File: config.mk
export PLATFORM = sky130hd
export DESIGN_NAME = unsigned_to_decimal_ascii
export DESIGN_NICKNAME = d
export VERILOG_FILES = /design/src/hw/rtl/uda_pkg.sv /design/src/hw/rtl/unsigned_to_decimal_ascii.sv
export SDC_FILE = /design/constraint.sdc
export NUM_CORES = 1
export LEC_CHECK = 0
export ABC_AREA = 1
export BUFFER_PORTS_ARGS = -buffer_cell sky130_fd_sc_hd__buf_4
export CORE_MARGIN = 1.5
export CORE_UTILIZATION = 35
export CTS_CLUSTER_SIZE = 40
export DETAILED_ROUTE_END_ITERATION = 8
export GPL_ROUTABILITY_DRIVEN = 1
export SYNTH_ARGS = -nofsm -noshare
export SYNTH_HDL_FRONTEND = slang
export SYNTH_SLANG_ARGS = --single-unit
File: constraint.sdc
create_clock -name clk -period 8.15 [get_ports clk]
set_clock_uncertainty 0.05 [all_clocks]
set_input_delay 1.2225 -clock clk [delete_from_list [all_inputs] [get_ports clk]]
set_output_delay 1.2225 -clock clk [all_outputs]
set_load 0.01 [all_outputs]
File: src/hw/rtl/uda_pkg.sv
// Shared types and constants for the binary to decimal ASCII converter.
// No dependencies; imported by unsigned_to_decimal_ascii.
package uda_pkg;

	// Largest number of decimal digits a 64-bit value can need.
	localparam int unsigned MAX_DIGITS = 20;
	localparam int unsigned BCD_BITS   = 4 * MAX_DIGITS;
	localparam int unsigned CNT_BITS   = 5;
	localparam int unsigned CHAR_BITS  = 6;

	// ASCII code of '0', trimmed to the character field width.
	localparam logic [CHAR_BITS-1:0] ASCII_ZERO = 6'd48;

	// Sequencer states, one-hot.
	typedef enum logic [3:0] {
		ST_IDLE = 4'b0001,
		ST_CONV = 4'b0010,
		ST_SKIP = 4'b0100,
		ST_SEND = 4'b1000
	} state_t;

	// One double-dabble correction: add three to every digit of five or more.
	function automatic logic [BCD_BITS-1:0] bcd_adjust(input logic [BCD_BITS-1:0] bcd);
		logic [BCD_BITS-1:0] res;
		res = bcd;
		for (int i = 0; i < MAX_DIGITS; i++) begin
			if (bcd[4*i +: 4] >= 4'd5) begin
				res[4*i +: 4] = bcd[4*i +: 4] + 4'd3;
			end
		end
		return res;
	endfunction

endpackage

File: src/hw/rtl/unsigned_to_decimal_ascii.sv
// Top level of the binary to decimal ASCII converter.
// Depends on uda_pkg for the state type, digit constants and the BCD correction.
//
//  channel   dir   payload (low bit first)                          end of run
//  s_*       in    tdata[63:0]  value                               -
//  m_*       out   tdata[5:0] digit_char, tdata[10:6] digit_total   tlast = last
//
// An item is taken while idle and converted bit by bit with shift-and-add-3; then
// its leading zero digits are dropped one at a time (up to 19) before the digit
// count is loaded, and the digits are sent one per cycle while m_tready is high.
// The shared BCD shift/correct unit also shifts the digits out one at a time.
// Reset clears the sequencer only; the datapath registers are loaded per item.
// A stalled m_tready holds the current digit; s_tready is high only when idle.
module unsigned_to_decimal_ascii #(
	parameter int unsigned VALUE_BITS = 64
) (
	input  logic        clk,
	input  logic        arst_n,
	input  logic        s_tvalid,
	output logic        s_tready,
	input  logic [63:0] s_tdata,   // [63:0] value
	output logic        m_tvalid,
	input  logic        m_tready,
	output logic [15:0] m_tdata,   // [5:0] digit_char, [10:6] digit_total, [15:11] zero
	output logic        m_tlast
);
	import uda_pkg::*;

	localparam int unsigned BC_BITS = $clog2(VALUE_BITS + 1);

	state_t                state_q;
	logic [VALUE_BITS-1:0] val_q;
	logic [BC_BITS-1:0]    bit_cnt_q;
	logic [BCD_BITS-1:0]   bcd_q;
	logic [CNT_BITS-1:0]   total_q;
	logic [CNT_BITS-1:0]   rem_q;
	logic [BCD_BITS-1:0]   bcd_adj;
	logic [3:0]            top_digit;
	logic                  in_fire;
	logic                  out_fire;

	assign in_fire   = s_tvalid && s_tready;
	assign out_fire  = m_tvalid && m_tready;
	assign bcd_adj   = bcd_adjust(bcd_q);
	assign top_digit = bcd_q[BCD_BITS-1 -: 4];

	// Handshake and payload come straight from the held registers.
	assign s_tready = (state_q == ST_IDLE);
	assign m_tvalid = (state_q == ST_SEND);
	assign m_tlast  = (rem_q == CNT_BITS'(1));
	assign m_tdata  = {5'd0, total_q, ASCII_ZERO + {2'b00, top_digit}};

	// Sequencer: convert bit by bit, drop leading zeros, then send digits.
	always_ff @(posedge clk or negedge arst_n) begin
		if (!arst_n) begin
			state_q <= ST_IDLE;
		end else begin
			unique case (state_q)
				ST_IDLE: begin
					if (in_fire) state_q <= ST_CONV;
				end
				ST_CONV: begin
					if (bit_cnt_q == BC_BITS'(1)) state_q <= ST_SKIP;
				end
				ST_SKIP: begin
					if (top_digit != 4'd0 || total_q == CNT_BITS'(1)) state_q <= ST_SEND;
				end
				ST_SEND: begin
					if (out_fire && m_tlast) state_q <= ST_IDLE;
				end
				default: state_q <= ST_IDLE;
			endcase
		end
	end

	// Datapath: the BCD register is the one shared shift/correct unit.
	always_ff @(posedge clk) begin
		unique case (state_q)
			ST_IDLE: begin
				val_q     <= s_tdata[VALUE_BITS-1:0];
				bit_cnt_q <= BC_BITS'(VALUE_BITS);
				bcd_q     <= '0;
				total_q   <= CNT_BITS'(MAX_DIGITS);
			end
			ST_CONV: begin
				bcd_q     <= {bcd_adj[BCD_BITS-2:0], val_q[VALUE_BITS-1]};
				val_q     <= val_q << 1;
				bit_cnt_q <= bit_cnt_q - BC_BITS'(1);
			end
			ST_SKIP: begin
				if (top_digit == 4'd0 && total_q != CNT_BITS'(1)) begin
					bcd_q   <= bcd_q << 4;
					total_q <= total_q - CNT_BITS'(1);
				end else begin
					rem_q <= total_q;
				end
			end
			ST_SEND: begin
				if (out_fire) begin
					bcd_q <= bcd_q << 4;
					rem_q <= rem_q - CNT_BITS'(1);
				end
			end
			default: begin
				bcd_q <= bcd_q;
			end
		endcase
	end

	// The input side is never open while a result is being offered.
	a_no_overlap: assert property (@(posedge clk) disable iff (!arst_n)
		!(s_tready && m_tvalid))
		else $error("input open while digits are pending");

	// Digits sent are always decimal and the remaining count stays within the total.
	a_digit_ok: assert property (@(posedge clk) disable iff (!arst_n)
		m_tvalid |-> (top_digit <= 4'd9 && rem_q != '0 && rem_q <= total_q))
		else $error("bad digit or digit count");

	// The last digit taken returns the block to idle.
	a_end_run: assert property (@(posedge clk) disable iff (!arst_n)
		(out_fire && m_tlast) |=> s_tready)
		else $error("block did not return to idle after last digit");

	// An accepted item always starts a conversion.
	a_start: assert property (@(posedge clk) disable iff (!arst_n)
		in_fire |=> (state_q == ST_CONV && bcd_q == '0))
		else $error("conversion did not start");

endmodule
-- After elaboration in Yosys (flattened, before gate mapping)
Cells that the tools add are included.
- add/subtract/negate cells: 24
- $lt $le $gt $ge: 20
- equality and inequality tests: 15
- mux-type cells: 35
- reduce and logical (&&, ||, !) cells: 15
- operator list (cell ; count):
    $pmux W80 S4 ; 1
    $mux W80 ; 2
    $pmux W64 S2 ; 1
    $mux W4 ; 23
    $ge A4 B3 Y1 const B ; 20
    $add A4 B2 Y4 const B ; 19
    $pmux W5 S2 ; 2
    $pmux W4 S4 ; 1
    $mux W5 ; 3
    $pmux W7 S2 ; 1
    $eq A5 B1 Y1 const B ; 2
    $sub A5 B1 Y5 const B ; 2
    $ne A2 B2 Y1 const B ; 4
    $reduce_bool A4 Y1 ; 2
    $eq A7 B1 Y1 const B ; 1
    $sub A7 B1 Y7 const B ; 1
    $add A5 B5 Y6 const A ; 1
    $ne A2 B1 Y1 const B ; 3
    $reduce_and A3 Y1 ; 2
    $reduce_bool A2 Y1 ; 3
    $ne A5 B1 Y1 const B ; 1
    $eq A4 B1 Y1 const B ; 1
    $eq A4 B2 Y1 const B ; 1
    $eq A4 B3 Y1 const B ; 1
    other kinds (8) ; 11
- register bits after elaboration: 165
- bits of input ports: 68
- output and inout bits: 19
- logic and storage cells: 115

-- Logic depth before layout (Yosys ltp)
Gate-level depths: netlist of run 1.
- depth in word-level cells: 5
- depth in mapped cells: 10
- depth with buffers taken out: 10

-- Least setup slack after synthesis of run 1
OpenSTA, ideal clock, no wires.
- path kind: register to register
- start point: register state_q[3]
- end point: register bcd_q[0], enable pin
- library setup time: 0.519 ns
- arrival: 5.848 ns
- required time: 7.581 ns
- setup slack: 1.733 ns
- stages on the path, launching flop included: 7
- clock period less this slack: 6.417 ns
- cell sequence: dfrtp_1 -> nor2_2 -> nand3_1 -> buf_2 -> nand2_1 -> nor3_1 -> nor2_1
- cells in the longest elaborated chain, start to end: 4
- elaborated cells on any way between the ends: 9
- classes of those cells: eq/ne (6); reduce/logical (3)
- RTL lines (what ; line ; source):
    start, declared ; unsigned_to_decimal_ascii.sv:31 ; state_t state_q;
    start signal, assigned ; unsigned_to_decimal_ascii.sv:56 ; state_q <= ST_IDLE;
    start signal, assigned ; unsigned_to_decimal_ascii.sv:60 ; if (in_fire) state_q <= ST_CONV;
    start signal, assigned ; unsigned_to_decimal_ascii.sv:63 ; if (bit_cnt_q == BC_BITS'(1)) state_q <= ST_SKIP;
    $eq A4 B4 Y1 ; unsigned_to_decimal_ascii.sv:49, unsigned_to_decimal_ascii.sv:78 ;
    $logic_and A1 B1 Y1 ; unsigned_to_decimal_ascii.sv:43 ; assign out_fire = m_tvalid && m_tready;
    $ne A2 B1 Y1 (no line) ; -- ;
    $reduce_and A3 Y1 (no line) (*) ; -- ;
    end signal, assigned ; unsigned_to_decimal_ascii.sv:86 ; bcd_q <= {bcd_adj[BCD_BITS-2:0], val_q[VALUE_BITS-1]};
    end signal, assigned ; unsigned_to_decimal_ascii.sv:92 ; bcd_q <= bcd_q << 4;
    end signal, assigned ; unsigned_to_decimal_ascii.sv:100 ; bcd_q <= bcd_q << 4;
    end, declared ; unsigned_to_decimal_ascii.sv:34 ; logic [BCD_BITS-1:0] bcd_q;
Mark *: on every way between the ends. The rest lies on a longest branch, timed or not.
A chain may end at the register's enable or synchronous reset.

-- Final worst setup path of run 1
- start point: register state_q[3]
- end point: register bcd_q[35], enable pin
The elaborated chain is that of the path after synthesis.

==> metrics, run 1 <==
Adder-Cell Fraction of Synth Area 6.20%; post-CTS setup buffers 0; crit path time final about 3.1 ns; Clock Sinks about 170; row count 59; ANT nets after route 0; leakage between 4 and 5 nW; DIE AREA between 20,000 and 30,000 sq um; DR pass1 iterations 6; TritonCTS Buffers 17; DR WL/cell roughly 12 um; Layout Cells excl Fill around 1,400; layout cell share with drive strength beyond 1 ~14%; Post-Synthesis Cells 1,030; Inst Count DP roughly 1,400; starting density of the core a little over a third; DIE WIDTH 166 um; path type of the worst setup path reg2reg; clock slew at reported path FFs 0.07 ns; port buffer count 79; worst-margin pin slew 1.08 ns; VDD IR max slightly below 0.3 mV; # DRC 0; Post-Syn Area roughly 9300 sq um; Sequential Area 4940 sq um; TritonCTS clock tree built; area grow syn2layout 14.9%; period utilisation layout roughly two fifths; Seq/Total Area, Yosys 53.2%; pin count of the biggest net entering global routing between 80 and 90; final hold violations 0; Max-slew headroom roughly 28%; CP Capture Type register; CTS root buf clkbuf_16; vias per cell roughly 4.7; worst min path class reg2reg; post_cts resized 0; Netlist cell types 33; Die Y around 170 um; status complete, no violations; Worst EP required 8.13 ns; final wirelength approximately 18 mm; first-pass GRT wire length between 30 and 40 mm; grt ovf 0; RSZ-0062 raised after global routing false; hold buffers post-CTS 0; RD Place Congestion between 0.7 and 0.8; Total GRT Usage between 10% and 20%; vias slightly below 7,000; multi-input logic area 3630 sq um; power density cells between 400 and 500 nW/um^2; Setup crit start kind register; CORE AREA 26,100 sq um; Seq cells post-synth 165; io pins 87; max_cap viols 0; DR iter-0 viols roughly 460; setup violators final 0; initial antenna violation count 0; clock latency at the later pin of the worst-skew pair between 0.4 and 0.5 ns; Synth Warn # 0; Clock Tree Buf Depth 2; CTS H-tree lvls 4; total power roughly 4.6 mW; fill count between 2,000 and 3,000; Arrival @ worst endpoint around 3.1 ns; Sum Neg Setup Slack 0 ns; largest family of logic cells by synthesized area simple AND/OR/NAND/NOR gates; Core Util, Final between 40% and 50%; Syn Area/Cell roughly 9.0 sq um; nets@finish roughly 1,200; ANT cells 0; vias in the first global route between 6,000 and 7,000; compound-cell area share of the yosys netlist under 10%; Slew Limit Fails 0; mux contribution to synthesized area 0%; Post-Synth Simple-Gate Area approximately 20%; Synth Area in XOR/XNOR between 1.5 and 2%; CP Max Fanout 80; Post-DP HPWL ~12 mm; fmax about 320 MHz
## per-layer routing
metal  global-route usage, %  routed length, um
met1                    17.4               8550
met2                    21.5               8080
met3                    3.05                797
met4                    3.33                142
met5                       0                  0
## sequential cells by signal (all words and copies together) (netlist names)
register and count:
rem_q 5, bit_cnt_q 7, val_q 64, bcd_q 80
total_q 5, state_q 4
## placed cells by master (no fill, tap or decap), types with 17 or more instances in the layout
master / instances
ha_1: 46
nand2_1: 366
inv_1: 121
o22ai_2: 19
xor2_1: 18
nor2_1: 56
edfxtp_1: 161
clkbuf_16: 17
o21ai_1: 21
buf_4: 85
nand3_1: 43
o21ai_0: 74
## synth_stat cells, drive strengths merged
cell type	number	area (sq um)
o22ai	35	338
nor3	2	10.0
nand4	1	6.26
o211ai	1	7.51
a21oi	15	75.1
nand3b	1	7.51
dfrtp	3	75.1
nor2	62	260
nand3	44	220
xor2	18	158
nor4	1	6.26
nand2	369	1390
a31oi	1	6.26
clkbuf	1	3.75
conb	2	7.51
ha	46	576
o21ai	95	475
xnor2	3	26.3
nor3b	1	7.51
a211oi	1	7.51
dfstp	1	26.3
edfxtp	161	4830
buf	41	290
inv	124	465
or2	1	6.26
## final timing paths
kind	start	end	slack (ns)	depth (start not counted)
worst max-delay path	state_q[3]	bcd_q[35]	5.01	7
worst min-delay path	val_q[6]	val_q[7]	0.46	2
worst max register to register	state_q[3]	bcd_q[35]	5.01	7
worst min register to register	val_q[6]	val_q[7]	0.46	2
max in group asynchronous	arst_n	state_q[0]	7.34	1
min in group asynchronous	arst_n	state_q[1]	0.52	1
## where the power goes
group | total [mW] | switching [mW] | internal (mW)
clock | 0.790 | 0.381 | 0.410
combinational | 1.88 | 1.32 | 0.566
sequential | 1.90 | 0.226 | 1.67
## critical path: stages (launching register included)
cell and delay [ns]:
dfrtp_1 0.41, nor2_2 0.20, nand3_1 0.16, nand2_2 0.08, buf_4 0.69, nor3_1 0.17, nor2_4 0.11, buf_4 0.80
## cell type report
| type | count | area share, % |
|---|---|---|
| inverters | 124 | 4.36 |
| clock buffers | 17 | 3.99 |
| clock inverters | 14 | 1.49 |
| well taps | 335 | 3.93 |
| repair buffers | 85 | 5.98 |
| multi-input cells | 704 | 34.0 |
| flip-flops and latches | 165 | 46.2 |
## metrics by stage
step / cell area (sq um) / hold slack [ns] / setup WS [ns]
floorplan: 9310 / 0.437 / 1.73
global placement: 10100 / 0.441 / 4.98
detailed placement: 10100 / 0.450 / 4.97
CTS: 10700 / 0.466 / 4.95
global route: 10700 / 0.487 / 4.79
finish: 10700 / 0.461 / 5.01
## cell families (layout without fill, tap and decap cells)
logic type | count (synthesis) | count (layout)
adders and majority gates | 46 | 46
AOI/OAI and AO/OA | 148 | 148
DFF | 165 | 165
other | 2 | 7
xor gates and xnor gates | 21 | 21
buffers and inverters | 166 | 240
and+or+nand+nor | 482 | 482
Power figures use the tool's default switching activity.
==> run 2, diff against run 1 <==
==> constraint.sdc (replaced) <==
create_clock -name clk -period 2.7 [get_ports clk]
set_clock_uncertainty 0.05 [all_clocks]
set_input_delay 0.405 -clock clk [delete_from_list [all_inputs] [get_ports clk]]
set_output_delay 0.405 -clock clk [all_outputs]
set_load 0.01 [all_outputs]
==> metrics, run 2 (same netlist as run 1, synthesis figures left out) <==
area grow syn2layout 15.9%; TritonCTS Buffers 17; Global Route met2 Usage between 20% and 30%; post-CTS setup buffers 0; final wirelength ~18 mm; M1 GR Usage around 18%; Largest register FFs 80; Total GRT Usage approximately an eighth; Clock Tree Buf Depth 2; RD Place Congestion ~0.77; CP Max Fanout 34; grt ovf 0; Arrival @ worst endpoint 2.24 ns; multi-input logic area around 3700 sq um; Sw Ratio between 40% and 50%; path type of the worst setup path reg2reg; setup violators final 0; Die Y 166 um; layout cell share with drive strength beyond 1 between 10 and 15%; clock latency at the later pin of the worst-skew pair 0.42 ns; Setup crit start kind register; starting density of the core between 30 and 40%; switching pwr between 5 and 6 mW; clock slew at reported path FFs 0.07 ns; Seq pwr share roughly two fifths; ANT cells 0; period utilisation layout 82.3%; Sequential Area roughly 4900 sq um; DR iter-0 viols 420; Int Power 8.10 mW; worst-margin pin slew around 0.72 ns; Largest regs bcd_q x80, val_q x64, bit_cnt_q x7; worst min path class in2reg; post_cts resized 0; fill count 2,541; vias in the first global route between 6,000 and 7,000; CTS root buf clkbuf_16; DIE AREA ~28,000 sq um; initial antenna violation count 0; Sum Neg Setup Slack 0 ns; busiest grt layer met2; CORE AREA roughly 26,000 sq um; Max-slew headroom between 50% and 60%; final hold violations 0; CTS H-tree lvls 4; Largest Register bcd_q; pin count of the biggest net entering global routing 76; DIE WIDTH roughly 170 um; vias per cell between 4 and 5; Core Util, Final between 40 and 50%; ANT nets after route 0; Worst EP required between 2 and 3 ns; nets@finish between 1,000 and 1,500; RSZ-0062 raised after global routing false; first-pass GRT wire length between 30 and 40 mm; row count 59; Post-DP HPWL 12.1 mm; Slew Limit Fails 0; io pins slightly below 90; fmax about 450 MHz; most common cell after layout, fill and taps aside nand2_1; clock group share of total power between 15 and 20%; status complete, no violations; # DRC 0; port buffer count between 70 and 80; leakage around 4.6 nW; power density cells ~1300 nW/um^2; total power around 14 mW; crit path time final ~2.2 ns; vias 6,711; DR WL/cell roughly 12 um; DR pass1 iterations 4; VDD IR max around 0.91 mV; CP Capture Type register; combinational power share between 40% and 50%; most frequent cells in the layout nand2_1 (366), edfxtp_1 (161), inv_1 (121); Clock Sinks roughly 170; met3 global-route usage 2.65%; TritonCTS clock tree built; max_cap viols 0
-- run 2: cell types whose count changed in the layout (fill, tap and decap cells not counted), moves of 2 or more --
| cell | previous run | this run |
|---|---|---|
| buf_12 | 0 | 3 |
| clkinv_8 | 4 | 1 |
| inv_6 | 4 | 7 |
| inv_8 | 3 | 5 |
-- run 2: per-stage QoR --
step	instance area [sq um]	setup WS, ns	hold WS [ns]	std cells
after floorplan	9360	-0.138	0.0594	1035
after global placement	10200	0.460	0.156	1415
after detailed placement	10200	0.424	0.157	1415
after CTS	10800	0.423	0.168	1448
after global routing	10800	0.295	0.185	1448
final	10800	0.478	0.180	1448
-- run 2: path summary, 6_finish.rpt --
| kind | startpoint | slack [ns] | cells after the start | endpoint |
|---|---|---|---|---|
| max in group asynchronous | arst_n | 2.12 | 2 | state_q[0] |
| hold reg to reg | val_q[17] | 0.46 | 2 | val_q[18] |
| setup reg to reg | bcd_q[76] | 0.48 | 9 | bcd_q[28] |
| min in group asynchronous | arst_n | 0.28 | 2 | state_q[2] |
| hold / removal | s_tvalid | 0.18 | 4 | state_q[0] |
| setup / recovery | bcd_q[76] | 0.48 | 9 | bcd_q[28] |
-- run 2: what timing repair did --
| item | in CTS | in global routing |
|---|---|---|
| hold buffers | 1 | 0 |
| setup endpoints to repair | 0 | 0 |
| hold endpoints to repair | 4 | 0 |
-- run 2: critical path: stages (launching register included) --
cell and delay, ns:
edfxtp_1 0.45, inv_1 0.10, ha_1 0.17, inv_1 0.06, nor2_1 0.19, nand2_1 0.07
nand2_1 0.08, o21ai_0 0.14, nor2_4 0.14, buf_4 0.42
-- run 2: power groups by stage --
stage               clock network [mW]  logic [mW]  registers (mW)
floorplan                            0        4.64            5.59
global placement                     0        5.90            5.73
detailed placement                   0        5.99            5.75
CTS                               2.45        6.01            5.73
global route                      2.53        6.84            5.89
finish                            2.38        5.92            5.71
-- run 2: layout make-up --
class                           instances  area share [%]
Sequential cell                       165            45.9
Clock inverter                         15            1.40
Timing Repair Buffer                   88            6.51
Tap cell                              335            3.89
Clock buffer                           17            3.95
Multi-Input combinational cell        704            34.1
Inverter                              124            4.33
-- run 2: layer usage --
layer  vias up  routed length (um)
li1       3520                   -
met1      3082                9030
met2        95                7980
met3        14                 524
met4         0                 210
met5         -                   0
